File: src/sv/sxfr_pkg.sv
`timescale 1ns / 1ps

package sxfr_pkg;

   localparam logic [7:0]  SYNC_FIRST          = 8'hEF;
   localparam logic [7:0]  SYNC_SECOND         = 8'hAA;
   localparam logic [15:0] DEFAULT_MAX_PAYLOAD = 16'd1024;

   // Meaning of a result word.
   typedef enum logic [1:0] {
      KIND_DATA      = 2'd0,
      KIND_GOOD      = 2'd1,
      KIND_BAD_CHECK = 2'd2,
      KIND_TOO_LONG  = 2'd3
   } kind_type;

   typedef struct packed {
      kind_type    kind;
      logic [7:0]  msg_id;
      logic [15:0] frame_size;
      logic [7:0]  data_byte;
      logic [15:0] byte_index;
      logic        last;
   } rsp_type;

endpackage

File: src/sv/sxfr_ifs.sv
`timescale 1ns / 1ps

interface sxfr_req_if;
   logic       valid;
   logic       ready;
   logic [7:0] rx_byte;

   modport source (output valid, output rx_byte, input ready);
   modport sink   (input valid, input rx_byte, output ready);
endinterface

interface sxfr_rsp_if;
   logic        valid;
   logic        ready;
   logic [1:0]  kind;
   logic [7:0]  msg_id;
   logic [15:0] frame_size;
   logic [7:0]  data_byte;
   logic [15:0] byte_index;
   logic        last;

   modport source (output valid, output kind, output msg_id, output frame_size,
                   output data_byte, output byte_index, output last, input ready);
   modport sink   (input valid, input kind, input msg_id, input frame_size,
                   input data_byte, input byte_index, input last, output ready);
endinterface

interface sxfr_csr_if;
   logic        valid;
   logic        ready;
   logic [15:0] max_payload;

   modport source (output valid, output max_payload, input ready);
   modport sink   (input valid, input max_payload, output ready);
endinterface

File: src/sv/sxfr_in_reg.sv
`timescale 1ns / 1ps

module sxfr_in_reg (
   input  logic       clock,
   input  logic       reset,
   sxfr_req_if.sink   req,
   input  logic       drain,
   output logic       byte_valid,
   output logic [7:0] byte_data
);
   import sxfr_pkg::*;

   logic       valid_ff, valid_in;
   logic [7:0] data_ff;

   // Space is free when empty or when the held word leaves this cycle.
   assign req.ready = !valid_ff || drain;

   always_comb begin
      valid_in = valid_ff;
      if (req.ready) begin
         valid_in = req.valid;
      end
   end

   always_ff @(posedge clock) begin
      if (reset) begin
         valid_ff <= 1'b0;
      end else begin
         valid_ff <= valid_in;
      end
      if (req.valid && req.ready) begin
         data_ff <= req.rx_byte;
      end
   end

   assign byte_valid = valid_ff;
   assign byte_data  = data_ff;

endmodule

File: src/sv/sxfr_parse.sv
`timescale 1ns / 1ps

module sxfr_parse (
   input  logic            clock,
   input  logic            reset,
   input  logic            step,
   input  logic [7:0]      rx_byte,
   input  logic            csr_write,
   input  logic [15:0]     csr_data,
   output logic            res_valid,
   output sxfr_pkg::rsp_type res
);
   import sxfr_pkg::*;

   typedef enum logic [2:0] {
      PH_SYNC0   = 3'd0,
      PH_SYNC1   = 3'd1,
      PH_ID      = 3'd2,
      PH_SIZE_HI = 3'd3,
      PH_SIZE_LO = 3'd4,
      PH_DATA    = 3'd5,
      PH_CHECK   = 3'd6
   } phase_type;

   phase_type   phase_ff, phase_in;
   logic [7:0]  check_ff, check_in;
   logic [7:0]  id_ff, id_in;
   logic [15:0] size_ff, size_in;
   logic [15:0] count_ff, count_in;
   logic [15:0] max_ff;
   logic [15:0] size_full;
   logic [15:0] count_inc;
   logic        has_result;

   assign size_full = {size_ff[15:8], rx_byte};
   assign count_inc = count_ff + 16'd1;

   always_comb begin
      phase_in       = phase_ff;
      check_in       = check_ff;
      id_in          = id_ff;
      size_in        = size_ff;
      count_in       = count_ff;
      has_result     = 1'b0;
      res.kind       = KIND_DATA;
      res.msg_id     = id_ff;
      res.frame_size = size_ff;
      res.data_byte  = 8'd0;
      res.byte_index = 16'd0;
      res.last       = 1'b0;
      case (phase_ff)
         PH_SYNC1: begin
            // A wrong second byte is not retried as a first sync byte.
            phase_in = (rx_byte == SYNC_SECOND) ? PH_ID : PH_SYNC0;
         end
         PH_ID: begin
            id_in    = rx_byte;
            check_in = rx_byte;
            phase_in = PH_SIZE_HI;
         end
         PH_SIZE_HI: begin
            size_in  = {rx_byte, 8'd0};
            check_in = check_ff ^ rx_byte;
            phase_in = PH_SIZE_LO;
         end
         PH_SIZE_LO: begin
            size_in  = size_full;
            check_in = check_ff ^ rx_byte;
            count_in = 16'd0;
            if (size_full > max_ff) begin
               has_result     = 1'b1;
               res.kind       = KIND_TOO_LONG;
               res.frame_size = size_full;
               res.last       = 1'b1;
               phase_in       = PH_SYNC0;
            end else if (size_full == 16'd0) begin
               phase_in = PH_CHECK;
            end else begin
               phase_in = PH_DATA;
            end
         end
         PH_DATA: begin
            check_in       = check_ff ^ rx_byte;
            has_result     = 1'b1;
            res.data_byte  = rx_byte;
            res.byte_index = count_ff;
            count_in       = count_inc;
            if (count_inc >= size_ff) begin
               phase_in = PH_CHECK;
            end
         end
         PH_CHECK: begin
            has_result = 1'b1;
            res.kind   = (rx_byte == check_ff) ? KIND_GOOD : KIND_BAD_CHECK;
            res.last   = 1'b1;
            phase_in   = PH_SYNC0;
         end
         default: begin
            // Hunt for the first sync byte; unused codes land here too.
            if (rx_byte == SYNC_FIRST) begin
               phase_in = PH_SYNC1;
               check_in = 8'd0;
               count_in = 16'd0;
            end else begin
               phase_in = PH_SYNC0;
            end
         end
      endcase
   end

   assign res_valid = step && has_result;

   always_ff @(posedge clock) begin
      if (reset) begin
         phase_ff <= PH_SYNC0;
         check_ff <= 8'd0;
         id_ff    <= 8'd0;
         size_ff  <= 16'd0;
         count_ff <= 16'd0;
         max_ff   <= DEFAULT_MAX_PAYLOAD;
      end else begin
         if (step) begin
            phase_ff <= phase_in;
            check_ff <= check_in;
            id_ff    <= id_in;
            size_ff  <= size_in;
            count_ff <= count_in;
         end
         if (csr_write) begin
            max_ff <= csr_data;
         end
      end
   end

   a_count_below_size: assert property (@(posedge clock) disable iff (reset)
      phase_ff == PH_DATA |-> count_ff < size_ff)
      else $error("payload count reached declared size inside the data phase");

   a_check_returns_to_hunt: assert property (@(posedge clock) disable iff (reset)
      step && phase_ff == PH_CHECK |=> phase_ff == PH_SYNC0)
      else $error("checksum byte did not end the frame");

   a_too_long_is_over_limit: assert property (@(posedge clock) disable iff (reset)
      res_valid && res.kind == KIND_TOO_LONG |-> res.frame_size > max_ff)
      else $error("length error raised for a size within the limit");

   a_index_in_frame: assert property (@(posedge clock) disable iff (reset)
      res_valid && res.kind == KIND_DATA |-> res.byte_index < res.frame_size && !res.last)
      else $error("payload word outside its declared frame");

endmodule

File: src/sv/sxfr_out_reg.sv
`timescale 1ns / 1ps

module sxfr_out_reg (
   input  logic              clock,
   input  logic              reset,
   input  logic              load_valid,
   input  sxfr_pkg::rsp_type load_data,
   output logic              free,
   sxfr_rsp_if.source        rsp
);
   import sxfr_pkg::*;

   logic    valid_ff, valid_in;
   rsp_type data_ff;

   assign free = !valid_ff || rsp.ready;

   always_comb begin
      valid_in = valid_ff;
      if (free) begin
         valid_in = load_valid;
      end
   end

   always_ff @(posedge clock) begin
      if (reset) begin
         valid_ff <= 1'b0;
      end else begin
         valid_ff <= valid_in;
      end
      if (free && load_valid) begin
         data_ff <= load_data;
      end
   end

   assign rsp.valid      = valid_ff;
   assign rsp.kind       = data_ff.kind;
   assign rsp.msg_id     = data_ff.msg_id;
   assign rsp.frame_size = data_ff.frame_size;
   assign rsp.data_byte  = data_ff.data_byte;
   assign rsp.byte_index = data_ff.byte_index;
   assign rsp.last       = data_ff.last;

endmodule

File: src/sv/sync_length_xor_frame_receiver.sv
`timescale 1ns / 1ps

// Frame receiver for a byte stream from a serial link. It hunts for the sync
// pair 0xEF 0xAA, then reads a message id, a big-endian 16-bit payload size,
// that many payload bytes and a checksum byte equal to the XOR of the id,
// the size bytes and the payload. Every payload byte comes out as a word of
// kind 0 with its index; the checksum byte ends the frame with a word of kind
// 1 (good) or 2 (mismatch) and last set. A declared size above max_payload
// (reset value 1024, written through the csr port, sampled on the size low
// byte) ends the frame at once with a word of kind 3 and the hunt restarts.
// A wrong second sync byte restarts the hunt without being taken as a new
// first sync byte. Throughput is one received word per clock cycle, bytes
// that yield no result included, while no result word waits with rsp ready
// low. A result word passes the input register and the result register,
// with the parse logic between them, before it shows on the rsp port.
// While a result word waits with rsp ready low, no byte is parsed, so the
// input takes at most one more word and then stalls. The csr port is always
// ready and must be written only while no frame is in progress.
module sync_length_xor_frame_receiver (
   input  logic       clock,
   input  logic       reset,
   sxfr_req_if.sink   req_port,
   sxfr_rsp_if.source rsp_port,
   sxfr_csr_if.sink   csr_port
);
   import sxfr_pkg::*;

   logic       byte_valid;
   logic [7:0] byte_data;
   logic       out_free;
   logic       step;
   logic       res_valid;
   rsp_type    res;

   // A held byte is parsed as soon as the result register can take its word.
   assign step = byte_valid && out_free;

   assign csr_port.ready = 1'b1;

   sxfr_in_reg u_in_reg (
      .clock      (clock),
      .reset      (reset),
      .req        (req_port),
      .drain      (step),
      .byte_valid (byte_valid),
      .byte_data  (byte_data)
   );

   sxfr_parse u_parse (
      .clock     (clock),
      .reset     (reset),
      .step      (step),
      .rx_byte   (byte_data),
      .csr_write (csr_port.valid),
      .csr_data  (csr_port.max_payload),
      .res_valid (res_valid),
      .res       (res)
   );

   sxfr_out_reg u_out_reg (
      .clock      (clock),
      .reset      (reset),
      .load_valid (res_valid),
      .load_data  (res),
      .free       (out_free),
      .rsp        (rsp_port)
   );

endmodule
File: src/flat_wrapper.sv
// flat-port wrapper written by rule: the top's interface ports become plain ports
module sync_length_xor_frame_receiver_flat import sxfr_pkg::*;
  (clock, reset, req_port_valid, req_port_rx_byte, req_port_ready, rsp_port_valid, rsp_port_kind, rsp_port_msg_id, rsp_port_frame_size, rsp_port_data_byte, rsp_port_byte_index, rsp_port_last, rsp_port_ready, csr_port_valid, csr_port_max_payload, csr_port_ready);
  sxfr_req_if req_port_i ();
  sxfr_rsp_if rsp_port_i ();
  sxfr_csr_if csr_port_i ();
  input  logic clock;
  input  logic reset;
  input wire logic [$bits(req_port_i.valid)-1:0] req_port_valid;
  input wire logic [$bits(req_port_i.rx_byte)-1:0] req_port_rx_byte;
  output wire logic [$bits(req_port_i.ready)-1:0] req_port_ready;
  output wire logic [$bits(rsp_port_i.valid)-1:0] rsp_port_valid;
  output wire logic [$bits(rsp_port_i.kind)-1:0] rsp_port_kind;
  output wire logic [$bits(rsp_port_i.msg_id)-1:0] rsp_port_msg_id;
  output wire logic [$bits(rsp_port_i.frame_size)-1:0] rsp_port_frame_size;
  output wire logic [$bits(rsp_port_i.data_byte)-1:0] rsp_port_data_byte;
  output wire logic [$bits(rsp_port_i.byte_index)-1:0] rsp_port_byte_index;
  output wire logic [$bits(rsp_port_i.last)-1:0] rsp_port_last;
  input wire logic [$bits(rsp_port_i.ready)-1:0] rsp_port_ready;
  input wire logic [$bits(csr_port_i.valid)-1:0] csr_port_valid;
  input wire logic [$bits(csr_port_i.max_payload)-1:0] csr_port_max_payload;
  output wire logic [$bits(csr_port_i.ready)-1:0] csr_port_ready;
  assign req_port_i.valid = req_port_valid;
  assign req_port_i.rx_byte = req_port_rx_byte;
  assign req_port_ready = req_port_i.ready;
  assign rsp_port_valid = rsp_port_i.valid;
  assign rsp_port_kind = rsp_port_i.kind;
  assign rsp_port_msg_id = rsp_port_i.msg_id;
  assign rsp_port_frame_size = rsp_port_i.frame_size;
  assign rsp_port_data_byte = rsp_port_i.data_byte;
  assign rsp_port_byte_index = rsp_port_i.byte_index;
  assign rsp_port_last = rsp_port_i.last;
  assign rsp_port_i.ready = rsp_port_ready;
  assign csr_port_i.valid = csr_port_valid;
  assign csr_port_i.max_payload = csr_port_max_payload;
  assign csr_port_ready = csr_port_i.ready;
  sync_length_xor_frame_receiver u_core (.clock(clock), .reset(reset), .req_port(req_port_i), .rsp_port(rsp_port_i), .csr_port(csr_port_i));
endmodule
File: config.mk
export PLATFORM = sky130hd
export DESIGN_NAME = sync_length_xor_frame_receiver_flat
export DESIGN_NICKNAME = d
export VERILOG_FILES = /design/src/sv/sxfr_pkg.sv /design/src/sv/sxfr_ifs.sv /design/src/sv/sxfr_in_reg.sv /design/src/sv/sxfr_parse.sv /design/src/sv/sxfr_out_reg.sv /design/src/sv/sync_length_xor_frame_receiver.sv /design/src/flat_wrapper.sv
export SDC_FILE = /design/constraint.sdc
export NUM_CORES = 1
export LEC_CHECK = 0
export BUFFER_PORTS_ARGS = -buffer_cell sky130_fd_sc_hd__buf_2
export CAP_MARGIN = 20
export CORE_ASPECT_RATIO = 0.7
export CORE_MARGIN = 5
export CORE_UTILIZATION = 55
export DETAILED_ROUTE_END_ITERATION = 10
export PLACE_DENSITY = 0.83
export SKIP_CTS_REPAIR_TIMING = 1
export SYNTH_ARGS = -nofsm -noshare
export SYNTH_HDL_FRONTEND = slang
export SYNTH_SLANG_ARGS = --single-unit
export TNS_END_PERCENT = 10
File: constraint.sdc
create_clock -name clock -period 5.41 [get_ports clock]
set_clock_uncertainty 0.05 [all_clocks]
set_input_delay 0.8115 -clock clock [delete_from_list [all_inputs] [get_ports clock]]
set_output_delay 0.8115 -clock clock [all_outputs]
set_load 0.03 [all_outputs]
==> results.json <==
{
  "syn_nets": 680,
  "timing.hold.ws_ns": 0.3859,
  "maxCapViolCount": 0,
  "slew_headroom": 0.3311,
  "ant_nets": 0,
  "synth_top_area_frac": 0.2886,
  "vias_per_cell": 5.888,
  "min_path_cells": 0,
  "rows": 32,
  "path_clk_slew_ns": 0.06,
  "cp-end-kind": "register",
  "ir_drop_uv": 241.1,
  "cts_buffers": 17,
  "ys_warn_count": 0,
  "synthMuxAreaShare": 0.03729,
  "ys_types": 57,
  "rsz0062_at_grt": "false",
  "root_buffer": "clkbuf_16",
  "worst_path_max_delay_cell": "a31oi_4",
  "io_pins": 83,
  "syn_area_um2": 6140,
  "start_util": 0.5596,
  "setup_viol": 0,
  "core_um2": 10970,
  "regArea_um2": 3153,
  "vias": 5017,
  "rr_worst_depth": 8,
  "clock.fmax_ghz": 0.2757,
  "grt_max_degree": 66,
  "finalMaxSlewViolations": 0,
  "fin_crit_ns": 3.627,
  "cts_tree": "yes",
  "synth_enable_flop_cells": 59,
  "nets": 748,
  "fin_crit_sh": 0.6705,
  "yosys.area_share.simple": 0.1740,
  "synth_top_family_by_area": "simple AND/OR/NAND/NOR gates",
  "leakagePower_uw": 0.002824,
  "cp_max_fo": 20,
  "drive_gt1_frac": 0.1903,
  "worstPathRequired_ns": 5.46,
  "p_per_area_nw_per_um2": 319.4,
  "internal-power_uw": 1787,
  "p_switching_uw": 523.5,
  "worstMarginPinSlew_ns": 1.003,
  "synthAdderAreaFrac": 0.06725,
  "n_antenna_cell": 0,
  "area_growth_pct": 17.85,
  "cp.arrival_ns": 3.68,
  "dieArea_um2": 13410,
  "grt_antenna_before_repair": 0,
  "syn_inst": 618,
  "ys_ff_latch": 128,
  "clock_sinks": 128,
  "die_w_um": 136.3,
  "place_congestion": 0.9053,
  "clk_latency_ns": 0.42,
  "hold_viol_final": 0,
  "synth.area.top_cells": "edfxtp_1 29%, dfxtp_1 22%, ha_1 6.7%",
  "final.setup.tns_ns": 0,
  "pwr-share-comb": 0.046,
  "overflow": 0,
  "synth_seq_area_share": 0.5136,
  "wl_per_cell_um": 17.84,
  "switching_share": 0.2265,
  "p_clk_frac": 0.498,
  "path_cells": "ha_1 -> nand4_1 -> nor4_1 -> a21boi_0 -> o31a_2 -> nand3_2 -> a31oi_4 -> buf_4",
  "portBuffers": 81,
  "chipHeight_um": 98.40,
  "first_iter_violations": 459,
  "cts_buffer_depth": 2,
  "grt_pass1_wl_um": 24270,
  "n_fill_cell": 863,
  "yosysTopAreaCell": "edfxtp_1",
  "async_reset_ff_frac": 0,
  "place_hpwl_um": 10350,
  "detail_route.first_pass.iterations": 5,
  "grt_use_total": 0.2321,
  "grt_pass1_vias": 4803,
  "status": "complete, no violations",
  "routed_wl_um": 15200,
  "worst_setup_path_start_kind": "register",
  "cts_max_level": 4,
  "synth-xor-area-share": 0.03138,
  "multi_input_area_um2": 2686,
  "syn-mean-instance-area_um2": 9.935,
  "synth_ff_type": "dfxtp_1",
  "cpPeakStageDelay_ns": 0.71,
  "seqPwrFrac": 0.456,
  "hold_class": "register to register",
  "drcViolationCount": 0,
  "worstSetupPathType": "register to register",
  "synth-compound-area-share": 0.1245
}
==> metrics by stage <==
stage / total power, uW / area [um2] / utilization / setup slack (ns) / std cells
3_5_place_dp: 1174 / 6609 / 0.6024 / 1.832 / 818
6_report: 2311 / 7236 / 0.6596 / 1.783 / 852
5_1_grt: 2383 / 7236 / 0.6596 / 1.533 / 852
3_3_place_gp: 1166 / 6609 / 0.6024 / 2.008 / 818
2_1_floorplan: 1139 / 6140 / - / 0.5220 / 618
4_1_cts: 2312 / 7204 / 0.6567 / 1.804 / 850
==> synth_stat cells (all sizes together), types with 3 or more instances <==
master / number
nor3: 8
nand2: 56
a21oi: 54
inv: 38
buf: 17
o21ai: 33
a32oi: 8
mux2i: 15
nand4b: 4
nor2: 45
a31oi: 4
and2: 5
dfxtp: 69
xnor2: 15
ha: 33
and4: 3
o211ai: 3
nand4: 11
and3: 26
mux2: 7
or4: 5
a21o: 3
nor2b: 4
o31ai: 4
edfxtp: 59
nor4: 3
clkbuf: 21
a41oi: 3
nand3: 32
xor2: 7
==> final cells by class <==
cell class,instances,share of cell area
clock inverters,14,0.02300
well taps,153,0.02646
repair buffers,87,0.06450
flip-flops and latches,128,0.4358
inverters,38,0.01971
multi-input cells,414,0.3713
clock buffers,18,0.05931
==> cells in the final DEF (no fill, tap or decap), types with 4 or more instances in the layout <==
master,n
a21oi_1,54
a32oi_1,8
and2_1,4
and3_1,26
buf_2,81
buf_4,4
clkbuf_16,17
dfxtp_1,69
edfxtp_1,59
ha_1,33
inv_1,38
mux2_2,7
mux2i_1,15
nand2_1,56
nand3_1,31
nand4_1,10
nand4b_1,4
nor2_1,45
nor2b_1,4
nor3_1,8
o21ai_0,32
o31ai_1,4
or4_1,5
xnor2_1,15
xor2_1,7
==> worst paths after layout <==
kind,to,startpoint,slack [ns]
worst max register to register,u_core.u_out_reg.rsp.msg_id[5],u_core.u_in_reg.byte_data[5],1.78
worst max-delay path,u_core.u_out_reg.rsp.msg_id[5],u_core.u_in_reg.byte_data[5],1.78
worst min register to register,u_core.u_out_reg.rsp.msg_id[2],u_core.u_parse.id_ff[2],0.39
worst min-delay path,u_core.u_out_reg.rsp.msg_id[2],u_core.u_parse.id_ff[2],0.39
==> power by group through the flow <==
stage / clock, uW / sequential [uW] / combinational (uW)
finish: 1150 / 1050 / 105
global route: 1210 / 1060 / 117
CTS: 1160 / 1050 / 102
detailed placement: 0 / 1070 / 101
global placement: 0 / 1070 / 94.8
floorplan: 0 / 1050 / 88.7
==> logic make-up after synthesis <==
kind of cell | after synthesis
compound gates | 126
xor+xnor | 22
fa+ha+maj | 33
buf+inv | 76
flops | 128
mux | 22
other cells | 1
simple gates | 210
==> state kept, by name, indices dropped and copies added, names as in the netlist, 2 cells and up <==
name	flops
u_core.u_out_reg.rsp.kind	2
u_core.u_parse.phase_ff	3
u_core.u_out_reg.rsp.byte_index	16
u_core.u_in_reg.byte_data	8
u_core.u_parse.check_ff	8
u_core.u_out_reg.rsp.msg_id	8
u_core.u_parse.size_ff	16
u_core.u_parse.max_ff	16
u_core.u_out_reg.rsp.frame_size	16
u_core.u_parse.count_ff	16
u_core.u_out_reg.rsp.data_byte	8
u_core.u_parse.id_ff	8
==> critical path: cells and delay by family (launching register included) <==
kind                       cells  cell delay, ns
AOI/OAI and AO/OA              3            1.24
adders and majority gates      1            0.39
buffers and inverters          1            0.38
DFF                            1            0.58
and+or+nand+nor                3            0.64
==> per-layer routing <==
layer	share of wire	GRT usage	up-vias
li1	-	-	2370
met2	0.47	0.3705	263
met3	0.091	0.05510	53
met5	0	0	-
met1	0.42	0.3053	2331
met4	0.026	0.09373	0
Power figures use the tool's default switching activity.
